## config.mk

```make
export PLATFORM = sky130hd
export DESIGN_NAME = delta_list_timer_queue
export DESIGN_NICKNAME = d
export VERILOG_FILES = /design/src/hdl/dltq_pkg.sv /design/src/hdl/dltq_ram.sv /design/src/hdl/dltq_seq.sv /design/src/hdl/delta_list_timer_queue.sv
export SDC_FILE = /design/constraint.sdc
export NUM_CORES = 2
export LEC_CHECK = 0
export BUFFER_PORTS_ARGS = -buffer_cell sky130_fd_sc_hd__buf_2
export CORE_ASPECT_RATIO = 0.75
export CORE_MARGIN = 3
export CORE_UTILIZATION = 25
export DETAILED_ROUTE_END_ITERATION = 7
export MAX_ROUTING_LAYER = met4
export SLEW_MARGIN = 10
export SYNTH_ARGS = -nofsm -noshare
export SYNTH_HDL_FRONTEND = slang
export SYNTH_SLANG_ARGS = --single-unit
```

## constraint.sdc

```tcl
create_clock -name clk -period 12.4 [get_ports clk]
set_input_delay 0.62 -clock clk [delete_from_list [all_inputs] [get_ports clk]]
set_output_delay 0.62 -clock clk [all_outputs]
set_load 0.005 [all_outputs]
```

## src/hdl/dltq_pkg.sv

```systemverilog
// shared types and constants for the delta list timer queue
// no dependencies
package dltq_pkg;

  localparam int QUEUE_DEPTH  = 16;
  localparam int TASK_ID_BITS = 8;
  localparam int ADDR_W       = $clog2(QUEUE_DEPTH);
  localparam int CNT_W        = $clog2(QUEUE_DEPTH + 1);
  localparam int GAP_W        = 48;
  localparam int TIME_W       = 63;
  localparam int ENTRIES_W    = 5;

  typedef enum logic [1:0] {
    CMD_SCHEDULE = 2'd0,
    CMD_ADVANCE  = 2'd1,
    CMD_POP      = 2'd2,
    CMD_CLEAR    = 2'd3
  } cmd_e;

  typedef enum logic [1:0] {
    ST_OK      = 2'd0,
    ST_FULL    = 2'd1,
    ST_EMPTY   = 2'd2,
    ST_NOT_DUE = 2'd3
  } status_e;

  typedef enum logic [2:0] {
    S_IDLE,
    S_EXEC,
    S_SCAN,
    S_SHIFT,
    S_INSERT,
    S_POP,
    S_DONE
  } state_e;

  typedef struct packed {
    logic [1:0]       cmd;
    logic [7:0]       task_id;
    logic [GAP_W-1:0] delay;
    logic             at_tail;
    logic             virt_task;
  } cmd_item_t;

  typedef struct packed {
    logic [1:0]           status;
    logic [7:0]           out_task_id;
    logic                 out_virtual;
    logic [GAP_W-1:0]     advanced_by;
    logic [TIME_W-1:0]    now;
    logic                 real_remaining;
    logic                 step_done;
    logic [ENTRIES_W-1:0] entries;
  } rsp_t;

  typedef struct packed {
    logic                    virt;
    logic [GAP_W-1:0]        gap;
    logic [TASK_ID_BITS-1:0] task_id;
  } entry_t;

  localparam int ENTRY_W = $bits(entry_t);

endpackage

```

## src/hdl/dltq_ram.sv

```systemverilog
// generic simple dual port ram, one write and one registered read port
// no dependencies
module dltq_ram #(
  parameter int DEPTH = 16,
  parameter int WIDTH = 8
) (
  input  logic                     clk,
  input  logic                     we,
  input  logic [$clog2(DEPTH)-1:0] waddr,
  input  logic [WIDTH-1:0]         wdata,
  input  logic [$clog2(DEPTH)-1:0] raddr,
  output logic [WIDTH-1:0]         rdata
);

  logic [WIDTH-1:0] mem [DEPTH];

  always_ff @(posedge clk) begin
    if (we) begin
      mem[waddr] <= wdata;
    end
  end

  always_ff @(posedge clk) begin
    rdata <= mem[raddr];
  end

endmodule

```

## src/hdl/dltq_seq.sv

```systemverilog
// command sequencer: scans, shifts and rewrites the delta list in the ram
// depends on dltq_pkg
module dltq_seq (
  input  logic                       clk,
  input  logic                       rst,
  input  dltq_pkg::cmd_item_t        cmd_item,
  input  logic                       cmd_valid,
  output logic                       cmd_ready,
  output dltq_pkg::rsp_t             res,
  output logic                       res_valid,
  input  logic                       res_ready,
  output logic                       ram_we,
  output logic [dltq_pkg::ADDR_W-1:0] ram_waddr,
  output dltq_pkg::entry_t           ram_wdata,
  output logic [dltq_pkg::ADDR_W-1:0] ram_raddr,
  input  dltq_pkg::entry_t           ram_rdata
);

  localparam int CW = dltq_pkg::CNT_W;
  localparam int AW = dltq_pkg::ADDR_W;
  localparam int GW = dltq_pkg::GAP_W;
  localparam int TW = dltq_pkg::TIME_W;

  dltq_pkg::state_e state, state_next;

  dltq_pkg::cmd_item_t c;
  logic [CW-1:0] cnt, real_cnt, idx, pos;
  logic [TW-1:0] now;
  logic [dltq_pkg::TASK_ID_BITS-1:0] head_task;
  logic [GW-1:0] head_gap, prior, new_gap, r_adv;
  logic          head_virt, r_ovirt;
  logic [1:0]    r_status;
  logic [7:0]    r_oid;

  logic [CW-1:0] idx_inc, idx_dec, cnt_dec;
  logic [GW:0]   due;
  logic          stop;
  logic [TW:0]   sum_now;
  logic          full;

  assign idx_inc = idx + CW'(1);
  assign idx_dec = idx - CW'(1);
  assign cnt_dec = cnt - CW'(1);
  assign due     = {1'b0, prior} + {1'b0, ram_rdata.gap};
  // at_tail places the task behind entries due at the same time
  assign stop    = c.at_tail ? (due > {1'b0, c.delay}) : (due >= {1'b0, c.delay});
  assign sum_now = {1'b0, now} + (TW + 1)'(head_gap);
  assign full    = (cnt == CW'(dltq_pkg::QUEUE_DEPTH));

  always_ff @(posedge clk) begin
    if (rst) begin
      state <= dltq_pkg::S_IDLE;
    end else begin
      state <= state_next;
    end
  end

  always_comb begin
    state_next = state;
    cmd_ready  = 1'b0;
    res_valid  = 1'b0;
    ram_we     = 1'b0;
    ram_waddr  = '0;
    ram_wdata  = '0;
    ram_raddr  = '0;
    case (state)
      dltq_pkg::S_IDLE: begin
        cmd_ready = 1'b1;
        if (cmd_valid) begin
          state_next = dltq_pkg::S_EXEC;
        end
      end
      dltq_pkg::S_EXEC: begin
        case (c.cmd)
          dltq_pkg::CMD_SCHEDULE: begin
            if (full) begin
              state_next = dltq_pkg::S_DONE;
            end else if (cnt == '0) begin
              state_next = dltq_pkg::S_INSERT;
            end else begin
              ram_raddr  = '0;
              state_next = dltq_pkg::S_SCAN;
            end
          end
          dltq_pkg::CMD_ADVANCE: begin
            if (cnt != '0) begin
              ram_we    = 1'b1;
              ram_waddr = '0;
              ram_wdata = '{virt: head_virt, gap: '0, task_id: head_task};
            end
            state_next = dltq_pkg::S_DONE;
          end
          dltq_pkg::CMD_POP: begin
            if (cnt > CW'(1) && head_gap == '0) begin
              ram_raddr  = AW'(1);
              state_next = dltq_pkg::S_POP;
            end else begin
              state_next = dltq_pkg::S_DONE;
            end
          end
          default: begin
            state_next = dltq_pkg::S_DONE;
          end
        endcase
      end
      dltq_pkg::S_SCAN: begin
        if (stop) begin
          ram_raddr  = cnt_dec[AW-1:0];
          state_next = dltq_pkg::S_SHIFT;
        end else if (idx_inc == cnt) begin
          state_next = dltq_pkg::S_INSERT;
        end else begin
          ram_raddr = idx_inc[AW-1:0];
        end
      end
      dltq_pkg::S_SHIFT: begin
        // move entry idx up one slot; the successor of the new task has new_gap taken off its gap
        ram_we    = 1'b1;
        ram_waddr = idx_inc[AW-1:0];
        ram_wdata = ram_rdata;
        if (idx == pos) begin
          ram_wdata.gap = ram_rdata.gap - new_gap;
          state_next    = dltq_pkg::S_INSERT;
        end else begin
          ram_raddr = idx_dec[AW-1:0];
        end
      end
      dltq_pkg::S_INSERT: begin
        ram_we     = 1'b1;
        ram_waddr  = pos[AW-1:0];
        ram_wdata  = '{virt: c.virt_task, gap: new_gap,
                       task_id: c.task_id[dltq_pkg::TASK_ID_BITS-1:0]};
        state_next = dltq_pkg::S_DONE;
      end
      dltq_pkg::S_POP: begin
        ram_we    = 1'b1;
        ram_waddr = idx_dec[AW-1:0];
        ram_wdata = ram_rdata;
        // cnt already holds the reduced count
        if (idx == cnt) begin
          state_next = dltq_pkg::S_DONE;
        end else begin
          ram_raddr = idx_inc[AW-1:0];
        end
      end
      dltq_pkg::S_DONE: begin
        res_valid = 1'b1;
        if (res_ready) begin
          state_next = dltq_pkg::S_IDLE;
        end
      end
      default: begin
        state_next = dltq_pkg::S_IDLE;
      end
    endcase
  end

  always_ff @(posedge clk) begin
    if (rst) begin
      cnt      <= '0;
      real_cnt <= '0;
      now      <= '0;
    end else begin
      case (state)
        dltq_pkg::S_IDLE: begin
          if (cmd_valid) begin
            c        <= cmd_item;
            r_status <= dltq_pkg::ST_OK;
            r_oid    <= '0;
            r_ovirt  <= 1'b0;
            r_adv    <= '0;
          end
        end
        dltq_pkg::S_EXEC: begin
          case (c.cmd)
            dltq_pkg::CMD_SCHEDULE: begin
              if (full) begin
                r_status <= dltq_pkg::ST_FULL;
              end else begin
                pos     <= '0;
                new_gap <= c.delay;
                idx     <= '0;
                prior   <= '0;
              end
            end
            dltq_pkg::CMD_ADVANCE: begin
              if (cnt == '0) begin
                r_status <= dltq_pkg::ST_EMPTY;
              end else begin
                r_adv    <= head_gap;
                head_gap <= '0;
                // saturate at the top of the time range
                now      <= sum_now[TW] ? '1 : sum_now[TW-1:0];
              end
            end
            dltq_pkg::CMD_POP: begin
              if (cnt == '0) begin
                r_status <= dltq_pkg::ST_EMPTY;
              end else if (head_gap != '0) begin
                r_status <= dltq_pkg::ST_NOT_DUE;
              end else begin
                r_oid   <= 8'(head_task);
                r_ovirt <= head_virt;
                if (!head_virt) begin
                  real_cnt <= real_cnt - CW'(1);
                end
                cnt <= cnt_dec;
                idx <= CW'(1);
              end
            end
            default: begin
              cnt      <= '0;
              real_cnt <= '0;
            end
          endcase
        end
        dltq_pkg::S_SCAN: begin
          if (stop) begin
            pos     <= idx;
            new_gap <= c.delay - prior;
            idx     <= cnt_dec;
          end else begin
            prior <= due[GW-1:0];
            idx   <= idx_inc;
            if (idx_inc == cnt) begin
              pos     <= cnt;
              new_gap <= c.delay - due[GW-1:0];
            end
          end
        end
        dltq_pkg::S_SHIFT: begin
          idx <= idx_dec;
        end
        dltq_pkg::S_INSERT: begin
          cnt <= cnt + CW'(1);
          if (!c.virt_task) begin
            real_cnt <= real_cnt + CW'(1);
          end
          if (pos == '0) begin
            head_task <= c.task_id[dltq_pkg::TASK_ID_BITS-1:0];
            head_gap  <= new_gap;
            head_virt <= c.virt_task;
          end
        end
        dltq_pkg::S_POP: begin
          if (idx == CW'(1)) begin
            head_task <= ram_rdata.task_id;
            head_gap  <= ram_rdata.gap;
            head_virt <= ram_rdata.virt;
          end
          idx <= idx_inc;
        end
        default: begin
        end
      endcase
    end
  end

  always_comb begin
    res.status         = r_status;
    res.out_task_id    = r_oid;
    res.out_virtual    = r_ovirt;
    res.advanced_by    = r_adv;
    res.now            = now;
    res.real_remaining = (real_cnt != '0);
    res.step_done      = (cnt == '0) || (head_gap != '0);
    res.entries        = dltq_pkg::ENTRIES_W'(cnt);
  end

endmodule

```

## src/hdl/delta_list_timer_queue.sv

```systemverilog
// Time-ordered task queue kept as a delta list in a 16-entry ram, one command
// at a time. Schedule scans entries one per cycle up to the insert point, then
// moves the later entries up one per cycle; each entry is either scanned or
// moved and the one at the insert point is both (read and write port of the
// ram each serve one entry a cycle); pop moves the remaining entries down one
// per cycle; advance, clear and rejected commands go straight from execute to
// done. A finished result sits in an output register, and the next command is
// taken while it waits. The head entry is mirrored in registers and a count of
// non-virtual tasks is kept, so status flags need no scan. No clearing pass
// after reset.
// depends on dltq_pkg, dltq_ram, dltq_seq
module delta_list_timer_queue (
  input  logic                clk,
  input  logic                rst,
  input  logic                cmd_valid,
  output logic                cmd_ready,
  input  dltq_pkg::cmd_item_t cmd_item,
  output logic                rsp_valid,
  input  logic                rsp_ready,
  output dltq_pkg::rsp_t      rsp_item
);

  dltq_pkg::rsp_t   res;
  logic             res_valid, res_ready;
  logic             ram_we;
  logic [dltq_pkg::ADDR_W-1:0] ram_waddr, ram_raddr;
  dltq_pkg::entry_t ram_wdata, ram_rdata;
  logic [dltq_pkg::ENTRY_W-1:0] rdata_raw;

  assign ram_rdata = dltq_pkg::entry_t'(rdata_raw);

  dltq_ram #(
    .DEPTH(dltq_pkg::QUEUE_DEPTH),
    .WIDTH(dltq_pkg::ENTRY_W)
  ) u_ram (
    .clk  (clk),
    .we   (ram_we),
    .waddr(ram_waddr),
    .wdata(dltq_pkg::ENTRY_W'(ram_wdata)),
    .raddr(ram_raddr),
    .rdata(rdata_raw)
  );

  dltq_seq u_seq (
    .clk      (clk),
    .rst      (rst),
    .cmd_item (cmd_item),
    .cmd_valid(cmd_valid),
    .cmd_ready(cmd_ready),
    .res      (res),
    .res_valid(res_valid),
    .res_ready(res_ready),
    .ram_we   (ram_we),
    .ram_waddr(ram_waddr),
    .ram_wdata(ram_wdata),
    .ram_raddr(ram_raddr),
    .ram_rdata(ram_rdata)
  );

  // output register frees the sequencer as soon as the result is handed over
  assign res_ready = !rsp_valid || rsp_ready;

  always_ff @(posedge clk) begin
    if (rst) begin
      rsp_valid <= 1'b0;
    end else if (res_ready) begin
      rsp_valid <= res_valid;
    end
  end

  always_ff @(posedge clk) begin
    if (res_valid && res_ready) begin
      rsp_item <= res;
    end
  end

endmodule

```

=== Yosys cells after proc, flatten, opt, wreduce, memory -nomap -nowiden ===
Memories as Yosys holds them, arrays and structs flattened. A register that Yosys moved wholly into a read port is not among the register bits.
Index checks and enable logic that the tools add are counted.

* Register bits after elaboration: 488
* Memory bits (writable): 912
* Input bits: 64
* Memories: 1
* Output and inout port bits: 131
* Logic and storage cells: 211

* Reductions and logical operators: 34
* Magnitude comparators: 3
* Add/subtract/negate cells: 11
* Mux-type cells: 93
* Bitwise operators: 2
* Equal/unequal tests: 38

{| class="wikitable"
|+ Memories
! memory !! depth !! bits a word !! rd ports !! clocked after memory_dff !! wr ports !! line !! source
|-
| u_ram.mem || 16 || 57 || 1 || 1 || 1 || dltq_ram.sv:15 || <nowiki>logic [WIDTH-1:0] mem [DEPTH];</nowiki>
|}

{| class="wikitable"
|+ Operators by type and width
! cell !! number
|-
| $mux 48 || 15
|-
| $pmux 48 s2 || 3
|-
| $pmux 57 s4 || 1
|-
| $pmux 48 s3 || 1
|-
| $sub 48x48->48 || 3
|-
| $mux 57 || 2
|-
| $mux 5 || 13
|-
| $add 63x48->64 || 1
|-
| $mux 63 || 1
|-
| $pmux 5 s2 || 6
|-
| $add 48x48->49 || 1
|-
| $ge 49x48->1 || 1
|-
| $gt 49x48->1 || 1
|-
| $logic_not 48->1 || 1
|-
| $mux 8 || 6
|-
| $reduce_bool 48->1 || 1
|-
| $pmux 8 s2 || 2
|-
| $mux 3 || 8
|-
| $reduce_and 6->1 || 4
|-
| $pmux 3 s7 || 1
|-
| $mux 4 || 5
|-
| $ne 2x2->1 const B || 10
|-
| $pmux 5 s4 || 1
|-
| $reduce_and 5->1 || 4
|-
| other kinds (41) || 89
|}

=== Depth between registers and ports, before layout ===
* Depth in word-level cells: 6
* Mapped depth: 40
* Depth with buffers taken out: 39

=== Cells and area by module ===
From an unflattened synthesis, not the netlist that was laid out.

* Cell total of the unflattened synthesis: 4,684
* Area total of the unflattened synthesis: 66,871.6 um^2

{| class="wikitable"
|+ Modules (own cells, without submodules)
! module !! sequential area each (um^2) !! times used !! cells an instance !! area each (um^2)
|-
| dltq_ram || 28,527.4 || 1 || 1,470 || 35,252.6
|-
| dltq_seq || 9,989.6 || 1 || 3,080 || 27,690.3
|-
| delta_list_timer_queue || 3,893.7 || 1 || 134 || 3,928.8
|}

=== Least setup slack after synthesis ===
OpenSTA, ideal clock, no wires.

* Path kind: flip-flop to flip-flop
* Start point: reg u_ram.rdata[8] (read register of u_ram.mem)
* End point: reg u_seq.new_gap[37], data pin
* Required time: 12.144 ns
* Path slack: 4.294 ns
* Period minus slack after synthesis: 8.106 ns
* Cell stages (with the launch flop): 40
* Arrival time: 7.851 ns
* Path buffers: 2
* Setup time: 0.256 ns
* Cells stage by stage: dfxtp_1 > ha_1 > inv_1 > fa_1 > and2b_1 > o2111ai_1 > a21o_1 > a21o_1 > a21boi_0 > o21a_1 > o21a_1 > o21ai_0 > o21ai_0 > a21oi_1 > xnor2_1 > ha_1 > a21o_1 > a21oi_1 > [4 not listed] > o311ai_0 > nor2_1 > clkbuf_1 > buf_1 > mux2i_1 > ha_1 > o21a_1 > o21ai_0 > nand2_1 > o2bb2ai_1 > o2111ai_1 > a21oi_1 > o211ai_1 > a31oi_1 > o21a_1 > o21a_1 > or3_1 > a31o_2

* Longest elaborated chain between the ends: 5
* Elaborated cells on any way between the ends: 8
* Those cells by class: 2 x add/sub; 2 x order compare; 4 x mux

{| class="wikitable"
|+ Ends and longest elaborated chain
! item !! line !! source
|-
| from (decl) || dltq_ram.sv:12 || <nowiki>output logic [WIDTH-1:0] rdata</nowiki>
|-
| $add 48x48->49 * || dltq_seq.sv:44 || <nowiki>assign due = {1'b0, prior} + {1'b0, ram_rdata.gap};</nowiki>
|-
| net u_seq.due[28] || dltq_seq.sv:36 || <nowiki>logic [GW:0] due;</nowiki>
|-
| $sub 48x48->48, or another cell as far along || dltq_seq.sv:227 || <nowiki>new_gap <= c.delay - due[GW-1:0];</nowiki>
|-
| $mux 48 or $mux 1 (tied branches) || dltq_seq.sv:225, dltq_seq.sv:46 ||
|-
| $mux 48 * || dltq_seq.sv:218 || <nowiki>if (stop) begin</nowiki>
|-
| $pmux 48 s2 * || dltq_seq.sv:164 || <nowiki>case (state)</nowiki>
|-
| to (signal assigned) || dltq_seq.sv:181 || <nowiki>new_gap <= c.delay;</nowiki>
|-
| to (signal assigned) || dltq_seq.sv:220 || <nowiki>new_gap <= c.delay - prior;</nowiki>
|-
| to (signal assigned) || dltq_seq.sv:227 ||
|-
| to (decl) || dltq_seq.sv:30 || <nowiki>logic [GW-1:0] head_gap, prior, new_gap, r_adv;</nowiki>
|}

Mark *: on every way through the listed nets, which the timed path passes. The rest lies on a longest branch. The select of a mux whose other input is x is not followed.
A chain may end at the register's enable or synchronous reset.

=== Worst setup path in the final report ===
* Start point: reg u_seq.prior[0]
* End point: reg u_seq.new_gap[47], data pin

* Longest elaborated chain between the ends: 5
* Elaborated cells on any way between the ends: 9
* Those cells by class: 3 x add/sub; 2 x order compare; 4 x mux

{| class="wikitable"
|+ Ends and longest elaborated chain
! item !! line !! source
|-
| from (decl) || dltq_seq.sv:30 ||
|-
| from (signal assigned) || dltq_seq.sv:223 || <nowiki>prior <= due[GW-1:0];</nowiki>
|-
| $add 48x48->49 * || dltq_seq.sv:44 ||
|-
| net u_seq.due[38] || dltq_seq.sv:36 ||
|-
| $sub 48x48->48, or another cell as far along || dltq_seq.sv:227 ||
|-
| $mux 48 or $mux 1 (tied branches) || dltq_seq.sv:225, dltq_seq.sv:46 ||
|-
| $mux 48 * || dltq_seq.sv:218 ||
|-
| $pmux 48 s2 * || dltq_seq.sv:164 ||
|}

Marks and branches as above.

==> impl_metrics.toml <==
[synthesis]
yosysTopAreaCell = "edfxtp_1"
ys_dominant_reg_cell = "edfxtp_1"
ys_ff_latch = 1457
syn_area_sq_um = 68500
ys.warnings.count = 0
syn_area_per_cell_sq_um = 12.9
yosysMostFrequentCell = "edfxtp_1"
synth_area_leaders = "edfxtp_1 58%, ha_1 4.6%, dfxtp_1 3.9%, a21o_1 3.0%, a21oi_1 2.3%"
synth_edf_count = 1323
syn_nets = 5646
synth_common_cells = "1323 x edfxtp_1, 331 x nand2_1, 316 x a21oi_1"
synthDistinctLibCells = 80
syn_inst = 5328
ys_seq_area_share_pct = 61.9
yosys.area.top_type_share_pct = 58.0
async_flop_share_pct = 0

[routing]
drc = 0
viasPerCell = 5.05
initialDrtViolationCount = 5665
final_antenna_net_count = 0
wirelength_mm = 216
drtPass1Iterations = 7
wire_per_inst_um = 23.4
vias = 46700

[clocking]
cts_sinks = 1457
cts_max_level = 4
clock_latency_ps = 790
numCtsBuffers = 142
cts_root_buf = "clkbuf_16"
clk_path_buf_depth = 3
cts_tree = "built"
post_cts_buffers = 0
clk_pin_slew_worst_paths_ps = 70

[worst_hold_path]
worst_hold_path_type = "in2reg"

[pwr]
ir_drop_uv = 229
p_leak_nw = 28.1
report.power.total_mw = 20.8
p_per_area_nw_per_um2 = 262

[sta]
skew_ps = 44.6
max-slew-margin-rel_pct = 2.55
fin_tns_setup_ps = 0
finalMaxSlewViolations = 0
timing.fmax_mhz = 94.2
period_share_pct = 85.6
holdWs_ps = 55.9
finalSetupViolations = 0
layout_min_cycle_time_ps = 10620
rsz0062_at_grt = "false"
tightestPinTransition_ps = 1450
hold_viol_final = 0

[grt]
grt_pass1_vias = 44200
grt_max_degree = 169
antenna_found_initial = 24
overflow = 0
grt_pass1_wl_mm = 311
grt_usage_pct = 15.3

[run]
drv_cap = 0

[worst_setup_path]
cpPeakStageDelay_ps = 840
critPathSlowestCell = "o41ai_1"
start_kind = "flip-flop"
crit_fanout = 16
cp.required_ps = 12940
end_kind = "flip-flop"
critPathArrivalTime_ps = 11160
crit_type = "reg2reg"

[place]
dp_hpwl_mm = 137
portBuffers = 194
gp_congestion = 0.934

[run_status]
status = "finished, final reports clean"

[cells_and_area]
final_nets = 5856
area_growth_pct = 15.4
fin_util_pct = 29.2
drive_above_1_share_pct = 11.8

[die]
die_y_um = 459
fp-row-count = 165
start_util_pct = 25.3
die_w_um = 610
core_sq_um = 271000
die-area_sq_um = 280000
ios = 195
[flip-flops by register name, indices dropped and copies added, names as in the netlist, 8 cells and up]
register	cells
u_seq.now	63
u_seq.head_task	8
u_seq.new_gap	48
u_seq.c	60
u_seq.r_oid	8
u_ram.rdata	57
u_seq.head_gap	48
u_seq.r_adv	48
u_ram.mem	912
rsp_item	129
u_seq.prior	48
[worst paths after layout]
| check | start | to | slack (ps) | cells past startpoint |
|---|---|---|---|---|
| worst max-delay path | u_seq.prior[0]$_SDFFCE_PN0P_ | u_seq.new_gap[47]$_DFFE_PP_ | 1780 | 37 |
| worst min-delay path | cmd_item[12] | u_seq.c[12]$_DFFE_PP_ | 60 | 1 |
| worst max register to register | u_seq.prior[0]$_SDFFCE_PN0P_ | u_seq.new_gap[47]$_DFFE_PP_ | 1780 | 37 |
| worst min register to register | u_seq.r_adv[26]$_SDFFCE_PN0P_ | rsp_item[96]$_DFFE_PP_ | 420 | 0 |
[layout make-up]
type / instances / area, sq um
Clock inverter: 70 / 772
Sequential cell: 1457 / 42400
Inverter: 233 / 875
Multi-Input combinational cell: 3346 / 24200
Clock buffer: 190 / 3910
Fill cell: 27300 / 192000
Timing Repair Buffer: 358 / 2380
Tap cell: 3590 / 4490
Antenna cell: 9 / 22.5
[per-layer routing]
| layer | wire length [um] | GRT usage (%) | part of all wire [%] | vias up |
|---|---|---|---|---|
| met3 | 18500 | 2.71 | 8.6 | 265 |
| met2 | 91300 | 21.5 | 42 | 2085 |
| met1 | 102000 | 22.4 | 47 | 23500 |
| met4 | 4860 | 4.20 | 2.2 | 0 |
| met5 | 0 | - | 0 | - |
| li1 | - | - | - | 20900 |
[power by group]
| part | internal (mW) | switching (mW) |
|---|---|---|
| Sequential | 6.40 | 0.455 |
| Combinational | 3.30 | 6.16 |
| Clock | 2.47 | 1.97 |
[critical path: cells and delay by family, from the launching register on]
kind            cells  cell delay [ps]
buf+inv             2              440
xor+xnor            2              210
compound gates     18             5480
flops               1              420
fa+ha+maj           4             1160
simple gates        9             2340
mux                 2              270
[logic make-up after synthesis]
family	share of synthesized area, %
fa+ha+maj	4.68
buf+inv	3.20
simple gates	8.75
compound gates	14.4
xor+xnor	2.51
mux	4.52
flops	61.9
[what timing repair did]
action	4_1_cts	5_1_grt
endpoints found under the setup margin	0	0
hold endpoints to repair	46	0
hold buffers	46	0
gates resized for setup	0	0
[layout by cell type (no fill, tap or decap), drive strengths merged, types with 14 or more instances in the layout]
| master | instances |
|---|---|
| edfxtp | 1323 |
| nand2 | 332 |
| a21oi | 316 |
| buf | 312 |
| a21o | 275 |
| ha | 250 |
| inv | 242 |
| and2 | 225 |
| o21ai | 225 |
| nor2 | 197 |
| clkbuf | 190 |
| mux2 | 171 |
| nand4 | 146 |
| dfxtp | 134 |
| mux2i | 117 |
| o221ai | 116 |
| xnor2 | 114 |
| xor2 | 82 |
| a211oi | 76 |
| o211ai | 73 |
| a221o | 65 |
| o2111ai | 65 |
| o21bai | 61 |
| nand3 | 55 |
| dlygate4sd3 | 46 |
| nor3 | 46 |
| clkinv | 46 |
| nand2b | 33 |
| a31oi | 31 |
| and3 | 31 |
| o21a | 30 |
| nor2b | 22 |
| nor4 | 17 |
| or2 | 15 |
| and4 | 14 |
| o31ai | 14 |
[through the flow]
step	instance area [sq um]	setup WS (ps)	std cells
after detailed placement	73900	2180	8938
after floorplan	68500	4290	5328
after global placement	73900	2160	8938
final	79100	1780	9253
after global routing	79100	1020	9253
after CTS	79000	2130	9244
(Power assumes the default switching activity.)
